==> src/hdl/wuspf_pkg.sv <==
// Shared types for the subpixel plot frame buffer: commands, controller
// states and the control/status bundles between controller and datapath.
package wuspf_pkg;

  typedef enum logic [1:0] {
    CMD_FILL  = 2'd0,
    CMD_PLOT  = 2'd1,
    CMD_SPLAT = 2'd2,
    CMD_READ  = 2'd3
  } cmd_t;

  typedef enum logic [3:0] {
    ST_CLEAR,
    ST_IDLE,
    ST_FILL,
    ST_PLOT,
    ST_WEIGHT,
    ST_NB_ISSUE,
    ST_NB_SUM,
    ST_PIX_WRITE,
    ST_READ,
    ST_READ_DONE
  } state_t;

  typedef struct packed {
    logic load_item;   // latch input item, clear counters
    logic cfg_we;      // write row order register
    logic sweep_we;    // write store at sweep counter
    logic sweep_zero;  // sweep writes black
    logic base_load;   // latch pixel address, issue read, latch products
    logic wt_load;     // compute Wu weights
    logic nb_next;     // advance to next neighbor
    logic sum_load;    // saturating add into write color
    logic pix_we;      // write one LED of current pixel
    logic out_load;    // load read result register
  } ctrl_cmd_t;

  typedef struct packed {
    logic sweep_last;
    logic led_last;
    logic pix_in_rng;
    logic nb_last;
    logic is_splat;
  } ctrl_stat_t;

endpackage

==> src/hdl/wuspf_ctrl.sv <==
// Controller state machine: sequences clear, fill, plot, splat and read
// over the datapath. Uses wuspf_pkg.
module wuspf_ctrl import wuspf_pkg::*; (
  input  logic       clk,
  input  logic       rst,
  input  logic       in_valid,
  output logic       in_ready,
  input  cmd_t       cmd,
  input  logic       cfg_valid,
  output logic       cfg_ready,
  output logic       out_valid,
  input  logic       out_ready,
  output ctrl_cmd_t  ctl,
  input  ctrl_stat_t stat
);

  state_t state, state_next;

  assign cfg_ready = 1'b1;

  always_ff @(posedge clk) begin
    if (rst) begin
      state     <= ST_CLEAR;
      out_valid <= 1'b0;
    end else begin
      state <= state_next;
      if (ctl.out_load) begin
        out_valid <= 1'b1;
      end else if (out_ready) begin
        out_valid <= 1'b0;
      end
    end
  end

  always_comb begin
    ctl        = '0;
    ctl.cfg_we = cfg_valid;
    in_ready   = 1'b0;
    state_next = state;
    unique case (state)
      ST_CLEAR: begin
        ctl.sweep_we   = 1'b1;
        ctl.sweep_zero = 1'b1;
        if (stat.sweep_last) state_next = ST_IDLE;
      end
      ST_IDLE: begin
        in_ready = 1'b1;
        if (in_valid) begin
          ctl.load_item = 1'b1;
          unique case (cmd)
            CMD_FILL:  state_next = ST_FILL;
            CMD_PLOT:  state_next = ST_PLOT;
            CMD_SPLAT: state_next = ST_WEIGHT;
            CMD_READ:  state_next = ST_READ;
            default:   state_next = ST_IDLE;
          endcase
        end
      end
      ST_FILL: begin
        ctl.sweep_we = 1'b1;
        if (stat.sweep_last) state_next = ST_IDLE;
      end
      ST_PLOT: begin
        ctl.base_load = 1'b1;
        state_next = stat.pix_in_rng ? ST_PIX_WRITE : ST_IDLE;
      end
      ST_WEIGHT: begin
        ctl.wt_load = 1'b1;
        state_next  = ST_NB_ISSUE;
      end
      ST_NB_ISSUE: begin
        priority if (stat.pix_in_rng) begin
          ctl.base_load = 1'b1;
          state_next    = ST_NB_SUM;
        end else if (stat.nb_last) begin
          state_next = ST_IDLE;
        end else begin
          ctl.nb_next = 1'b1;
        end
      end
      ST_NB_SUM: begin
        ctl.sum_load = 1'b1;
        state_next   = ST_PIX_WRITE;
      end
      ST_PIX_WRITE: begin
        ctl.pix_we = 1'b1;
        if (stat.led_last) begin
          if (stat.is_splat && !stat.nb_last) begin
            ctl.nb_next = 1'b1;
            state_next  = ST_NB_ISSUE;
          end else begin
            state_next = ST_IDLE;
          end
        end
      end
      ST_READ: begin
        ctl.base_load = 1'b1;
        state_next    = ST_READ_DONE;
      end
      ST_READ_DONE: begin
        if (!out_valid || out_ready) begin
          ctl.out_load = 1'b1;
          state_next   = ST_IDLE;
        end
      end
      default: state_next = ST_IDLE;
    endcase
  end

endmodule

==> config.mk <==
export PLATFORM = sky130hd
export DESIGN_NAME = wuspf_ctrl
export DESIGN_NICKNAME = d
export VERILOG_FILES = /design/src/hdl/wuspf_pkg.sv /design/src/hdl/wuspf_ctrl.sv
export SDC_FILE = /design/constraint.sdc
export NUM_CORES = 1
export LEC_CHECK = 0
export ABC_AREA = 1
export BUFFER_PORTS_ARGS = -buffer_cell sky130_fd_sc_hd__buf_2
export CAP_MARGIN = 20
export CORE_AREA = 2 2 39 41
export DETAILED_ROUTE_END_ITERATION = 10
export DIE_AREA = 0 0 41 43
export MAX_ROUTING_LAYER = met4
export PLACE_DENSITY_LB_ADDON = 0.08
export RECOVER_POWER = 100
export SLEW_MARGIN = 40
export SYNTH_ARGS = -nofsm -noshare
export SYNTH_HDL_FRONTEND = slang
export SYNTH_SLANG_ARGS = --single-unit
export TNS_END_PERCENT = 10
==> constraint.sdc <==
create_clock -name clk -period 1 [get_ports clk]
set_input_delay 0.1 -clock clk [delete_from_list [all_inputs] [get_ports clk]]
set_output_delay 0.1 -clock clk [all_outputs]
set_load 0.1 [all_outputs]
* Word level (Yosys, flattened, before mapping) *
Index checks and enable logic that the tools add are counted.

word-level totals
  latch bits = 0
  memories kept = 0
  register bits after elaboration = 5
  ROM bits = 0
  output and inout port bits = 13
  memory bits (writable) = 0

cells by class
  add/sub/neg operators = 0
  mux-type cells = 29
  div/mod/pow operators = 0
  shift operators = 0
  equality and inequality tests = 17
  reduce and logical (&&, ||, !) cells = 10
  multiply operators = 0
  bitwise gates (word level) = 0
  magnitude comparators = 0

operators by type and width
  kind                                                                      count
  4-bit case mux with 9 select lines                                        1
  4-bit two-way mux                                                         6
  1-bit two-way mux                                                         17
  4-bit by 3-bit equality test with 1-bit output (second input constant)    4
  4-bit case mux with 4 select lines                                        1
  4-bit by 2-bit equality test with 1-bit output (second input constant)    2
  4-bit equality test (second input constant)                               2
  3-bit two-way mux                                                         2
  2-bit inequality test (second input constant)                             3
  5-bit AND reduction                                                       1
  2-bit equality test (second input constant)                               2
  4-bit by 1-bit equality test with 1-bit output (second input constant)    1
  4-bit logical NOT                                                         1
  1-bit case mux with 2 select lines                                        2
  2-bit OR reduction                                                        2
  3-bit inequality test (second input constant)                             1
  2-bit by 1-bit equality test with 1-bit output (second input constant)    1
  1-bit logical NOT                                                         2
  2-bit logical NOT                                                         1
  2-bit by 1-bit inequality test with 1-bit output (second input constant)  1
  2-bit nonzero test                                                        1
  1-bit logical AND                                                         1
  1-bit logical OR                                                          1

* Logic depth before layout (Yosys ltp) *
Gate-level depths: netlist (run 1).

  depth after elaboration = 5
  mapped depth = 9

* Worst setup path after synthesis (run 1) *
Ideal clock, no wire load.

  path type = register to register
  from = register out_valid
  to = register out_valid
  setup slack = -2983 ps
  buffers on the path = 0
  setup time = 77 ps
  data required time = 923 ps
  stages on the path, launching flop included = 6
  data arrival time = 3907 ps
  cell sequence = dfxtp_1 -> inv_1 -> nor2_1 -> nor4_1 -> nor2_1 -> nor2_1

RTL lines
  item                    line              source
  start, declared         wuspf_ctrl.sv:11  output logic out_valid,
  start signal, assigned  wuspf_ctrl.sv:24  out_valid <= 1'b0;
  start signal, assigned  wuspf_ctrl.sv:28  out_valid <= 1'b1;
  start signal, assigned  wuspf_ctrl.sv:30  out_valid <= 1'b0;

==> flow_summary.yaml, run 1 <==
floorplan:
  core_um2: 1380
  ios: 25
  die_h_um: 43
  die_x_um: 41
  start_util_pct: 34.4
  dieArea_um2: 1760
  num_rows: 14
synthesis:
  netlist_area_um2: 477
  synth_top_area_share_pct: 21.0
  ys_seq_area_share_pct: 21.0
  synth_area_leaders: "dfxtp_1, nand2_1, nor2_1"
  netlist_instances: 82
  synth_cell_types: 22
  yosysWarnings: 0
  synth_nets: 94
  postSynthAreaPerCell_um2: 5.81
  synth.largest_area_cell: "dfxtp_1"
  ys_ff_latch: 5
placed_design:
  dp.cells: 131
  hpwl_um: 1200
  pre_cts_slack_ps: -245
  place_area_um2: 901
  gp_congestion: 0.940
  port-buffer-count: 21
timing:
  finalHoldViolations: 0
  fin_tns_setup_ps: -4880
  fin_ws_ps: -430
  min_period_over_period_pct: 143
  slew_viol_final: 0
  fmax_ghz: 0.699
  grt_setup_unrepaired: "true"
  fin_crit_ps: 1430
  finalClockSkew_ps: 0.570
  setup_viol: 15
  fin_hold_ws_ps: 87.8
worst_setup_path:
  crit_type: "reg2out"
  path_cells: "inv_4, nor2_4, nand3_2, o211ai_1, clkbuf_16"
  critPathMaxStageDelay_ps: 370
  critPathCaptureType: "primary output"
  crit_slowest_cell: "dfxtp_4"
  startpoint_type: "register"
  worst_ep_required_time_ps: 900
  cp_num_buf_inv: 2
  critPathArrivalTime_ps: 1330
  rrSetupSlack_ps: -380
  critPathMaxFanout: 4
  reg2reg_to: "state[1]$_SDFFE_PP0P_"
  cpLargestDelayFamily: "flip-flops"
  r2r-start: "state[0]$_SDFFE_PP0P_"
  ff2ff_path_depth: 8
run_status:
  status: "finished, violations left"
  violations: "negative setup slack"
worst_hold_path:
  worstHoldStart: "rst"
  hold_path.class: "in2reg"
  hold_depth: 2
  min_to: "state[1]$_SDFFE_PP0P_"
routing:
  dr.pass1.iters: 4
  drt_iter0_markers: 18
  detail_route.wl_per_cell_um: 11.2
  viasPerCell: 4.89
  vias: 680
  drc: 0
  ant_nets: 0
  totalWireLength_um: 1550
clock_network:
  clockBufferDepth: 2
  cts_tree: "done"
  ctsRootBufferMaster: "clkbuf_4"
  clk_latency_ps: 230
  cts_max_level: 1
  clkTransAtPathRegs_ps: 40
  cts_inserted_buffers: 3
  clock_sinks: 5
pwr:
  p_per_area_nw_per_um2: 1210
  vdd_ir_drop_max_mv: 0.901
  cellLeakagePower_nw: 0.505
  p_total_mw: 1.25
grt:
  grt_max_degree: 6
  first_global_vias: 592
  grt_first_pass_wirelength_um: 2330
  grt.overflow.total: 0
  grtUsageTotal_pct: 19.3
  antenna_found_initial: 0
layout:
  final_cells: 139
  final_area_um2: 1030
  fillers: 106
  area_growth_pct: 117
  drive_gt1_share_pct: 62.6
  utilization_pct: 74.8
  num_antenna_cells: 0
  final_nets: 136
flow_run:
  max_cap_violations: 0
==> cell usage in the layout, fill, tap and decap left out, types with 3 or more instances in the layout <==
cell type / count
buf_2: 10
inv_2: 4
nand3_2: 4
nor2_4: 5
nand2_2: 3
buf_12: 9
inv_1: 8
dfxtp_4: 3
inv_4: 3
nand3_1: 4
nor2_2: 4
buf_4: 18
nor2_1: 9
clkbuf_4: 3
nand2_1: 13
==> sequential cells by signal, summed over array words and instances (netlist names) <==
signal and flops:
out_valid 1, state 4
==> how the worst max path moves through the flow <==
stage / startpoint / end / cells after the start
2_1_floorplan: state[3]$_SDFFE_PP0P_ / ctl[5] / 3
3_3_place_gp: state[2]$_SDFFE_PP0P_ / ctl[3] / 7
3_5_place_dp: state[2]$_SDFFE_PP0P_ / ctl[3] / 7
4_1_cts: state[2]$_SDFFE_PP0P_ / ctl[3] / 7
5_1_grt: state[0]$_SDFFE_PP0P_ / ctl[5] / 5
6_report: state[0]$_SDFFE_PP0P_ / ctl[5] / 5
==> layout make-up <==
cell class              instances  area, um^2  area share (%)
clock buffers                   4        26.3            2.54
multi-input cells              60         405            39.2
inverters                      15        63.8            6.17
well taps                      16        20.0            1.93
flip-flops and latches          5         114            11.0
repair buffers                 39         405            39.2
==> synthesized netlist by cell type (all sizes together) <==
cell and n:
nand4 1, o211ai 2, nand2 18, conb 1, nor2 18, nand3 9, a21oi 3, nor4 1
o21bai 1, o21ai 3, dfxtp 5, buf 2, nor3 1, inv 15, nand3b 2
==> metal layers <==
layer / GRT usage, % / wire, um / vias up
met5: - / 0 / -
met4: 6.67 / 25 / 0
met3: 3.14 / 90 / 4
met2: 30.0 / 792 / 30
met1: 24.4 / 643 / 303
li1: - / - / 343
==> cells by family (layout without fill, tap and decap cells) <==
group,count (synthesis),count (layout),share of synthesized area [%]
and+or+nand+nor,50,50,51.4
buffers and inverters,17,58,15.0
AOI/OAI and AO/OA,9,9,11.8
DFF,5,5,21.0
other,1,1,0.787
==> what timing repair did <==
action,CTS,global route
hold buffers,0,0
buffers inserted,1,3
endpoints found under the setup margin,15,15
gates resized for setup,17,7
pin swaps,3,6
==> power by group <==
part,internal (mW),total (mW),switching [mW]
clock,0.150,0.219,0.0694
sequential,0.214,0.236,0.0222
combinational,0.304,0.796,0.492
==> worst reg2reg max path, stage by stage (launching register included) <==
cell,delay [ps]
dfxtp_4,370
inv_4,50
nor2_4,170
buf_4,150
buf_4,100
nand3_2,120
nand3_4,120
o21ai_0,110
a21oi_2,130
Power figures use the tool's default switching activity.
==> run 2, diff against run 1 <==
--- a/config.mk
+++ b/config.mk
@@ -14,4 +14,5 @@
 export MAX_ROUTING_LAYER = met4
-export PLACE_DENSITY_LB_ADDON = 0.08
+export PLACE_DENSITY = 0.73
 export RECOVER_POWER = 100
+export SETUP_SLACK_MARGIN = 0.05
 export SLEW_MARGIN = 40
==> constraint.sdc (replaced) <==
create_clock -name clk -period 1 [get_ports clk]
set_input_delay 0.15 -clock clk [delete_from_list [all_inputs] [get_ports clk]]
set_output_delay 0.15 -clock clk [all_outputs]
set_load 0.1 [all_outputs]
==> run 2 against run 1 <==
The run still ends with negative setup slack left. Clock power up 17%. Hold slack better by 32 ps. Global-route usage up 4.8 points. Clock skew up 8.4 ps. Critical endpoint unchanged. Largest cell class is now buffers.
==> flow_summary.yaml, run 2 (same netlist as run 1, synthesis figures left out) <==
run_status:
  violations: "negative setup slack"
  status: "finished, violations left"
routing:
  ant_nets: 0
  wl_met3_um: 116
  detail_route.wl_per_cell_um: 13.4
  routed.top_layer: "met4"
  drt_iter0_markers: 18
  wirelength_met1_um: 629
  dr.pass1.iters: 4
  vias: 715
  viasPerCell: 5.18
  routed-wl-met2_um: 1070
  drc: 0
  totalWireLength_um: 1850
placed_design:
  dp.cells: 131
  gp_congestion: 0.914
  port-buffer-count: 21
  pre_cts_slack_ps: -292
  hpwl_um: 1310
timing:
  grt_setup_unrepaired: "true"
  fmax_ghz: 0.661
  slew_viol_final: 0
  min_period_over_period_pct: 151
  fin_ws_ps: -513
  fin_tns_setup_ps: -5630
  finalHoldViolations: 0
  finalClockSkew_ps: 9.02
  setup_viol: 15
  fin_crit_ps: 1510
  fin_hold_ws_ps: 119
worst_setup_path:
  critPathMaxFanout: 4
  crit_type: "reg2out"
  critPathCaptureType: "primary output"
  worst_ep_required_time_ps: 850
  startpoint_type: "register"
  critPathArrivalTime_ps: 1360
layout:
  drive_gt1_share_pct: 57.4
  reg_top3: "state (4), out_valid (1)"
  largest_reg_flops: 4
  num_antenna_cells: 0
  final_cell_mix: "buf_4, nand2_1, nor2_1, buf_2, buf_12"
  area_growth_pct: 109
  largest-register: "state"
  final_cells: 138
  final_common_cell: "buf_4"
  final_nets: 135
clock_network:
  clock_sinks: 5
  cts_inserted_buffers: 3
  cts_max_level: 1
  cts_tree: "done"
  clk_latency_ps: 260
  clockBufferDepth: 2
  ctsRootBufferMaster: "clkbuf_4"
  clkTransAtPathRegs_ps: 50
floorplan:
  num_rows: 14
  ios: 25
  die_x_um: 41
  core_um2: 1380
  start_util_pct: 34.4
  die_h_um: 43
  dieArea_um2: 1760
worst_hold_path:
  hold_path.class: "in2reg"
grt:
  grt_max_degree: 7
  grt.overflow.total: 0
  grt_first_pass_wirelength_um: 2850
  first_global_vias: 718
  grtUsageTotal_pct: 24.1
  antenna_found_initial: 0
pwr:
  p_per_area_nw_per_um2: 1280
  cellLeakagePower_nw: 0.501
  vdd_ir_drop_max_mv: 0.693
flow_run:
  max_cap_violations: 0
[run 2: metrics by stage]
stage	total power, mW	instance area [um^2]	utilization (%)
after floorplan	0.692	519	-
after global placement	0.930	900	65.0
after detailed placement	0.946	900	65.0
after CTS	1.24	990	71.5
after global routing	1.32	996	72.0
final	1.27	996	72.0
[run 2: layout make-up]
| class | instances | area [um^2] |
|---|---|---|
| inverters | 15 | 63.8 |
| multi-input cells | 60 | 382 |
| repair buffers | 38 | 389 |
| fillers | 109 | 388 |
| clock buffers | 4 | 26.3 |
| flip-flops and latches | 5 | 115 |
| well taps | 16 | 20.0 |
[run 2: path summary, 6_finish.rpt]
kind	start	end	slack (ps)	depth (start not counted)
max	state[3]$_SDFFE_PP0P_	ctl[5]	-510	5
min	rst	state[3]$_SDFFE_PP0P_	120	2
max reg2reg	state[0]$_SDFFE_PP0P_	state[2]$_SDFFE_PP0P_	-360	7
min reg2reg	state[1]$_SDFFE_PP0P_	state[1]$_SDFFE_PP0P_	570	2
[run 2: layer usage]
metal  vias up  track usage (%)
li1        338                -
met1       336             24.2
met2        36             41.6
met3         5             4.19
met4         0             12.0
met5         -                -
[run 2: where the power goes]
part           total (mW)  internal [mW]  switching (mW)
clock network       0.257          0.152           0.105
registers           0.238          0.212          0.0260
logic               0.776          0.283           0.493
[run 2: timing repair]
item                       CTS  global route
hold buffers                 0             0
resized for setup           15             3
setup endpoints to repair   16            16
pin swaps                    4             1
cloned                       0             0
setup buffers                2             1
[run 2: critical path: stages (launching register included)]
cell,delay (ps)
dfxtp_4,380
inv_4,60
nor2_1,150
nand3_1,130
o211ai_1,170
buf_12,220
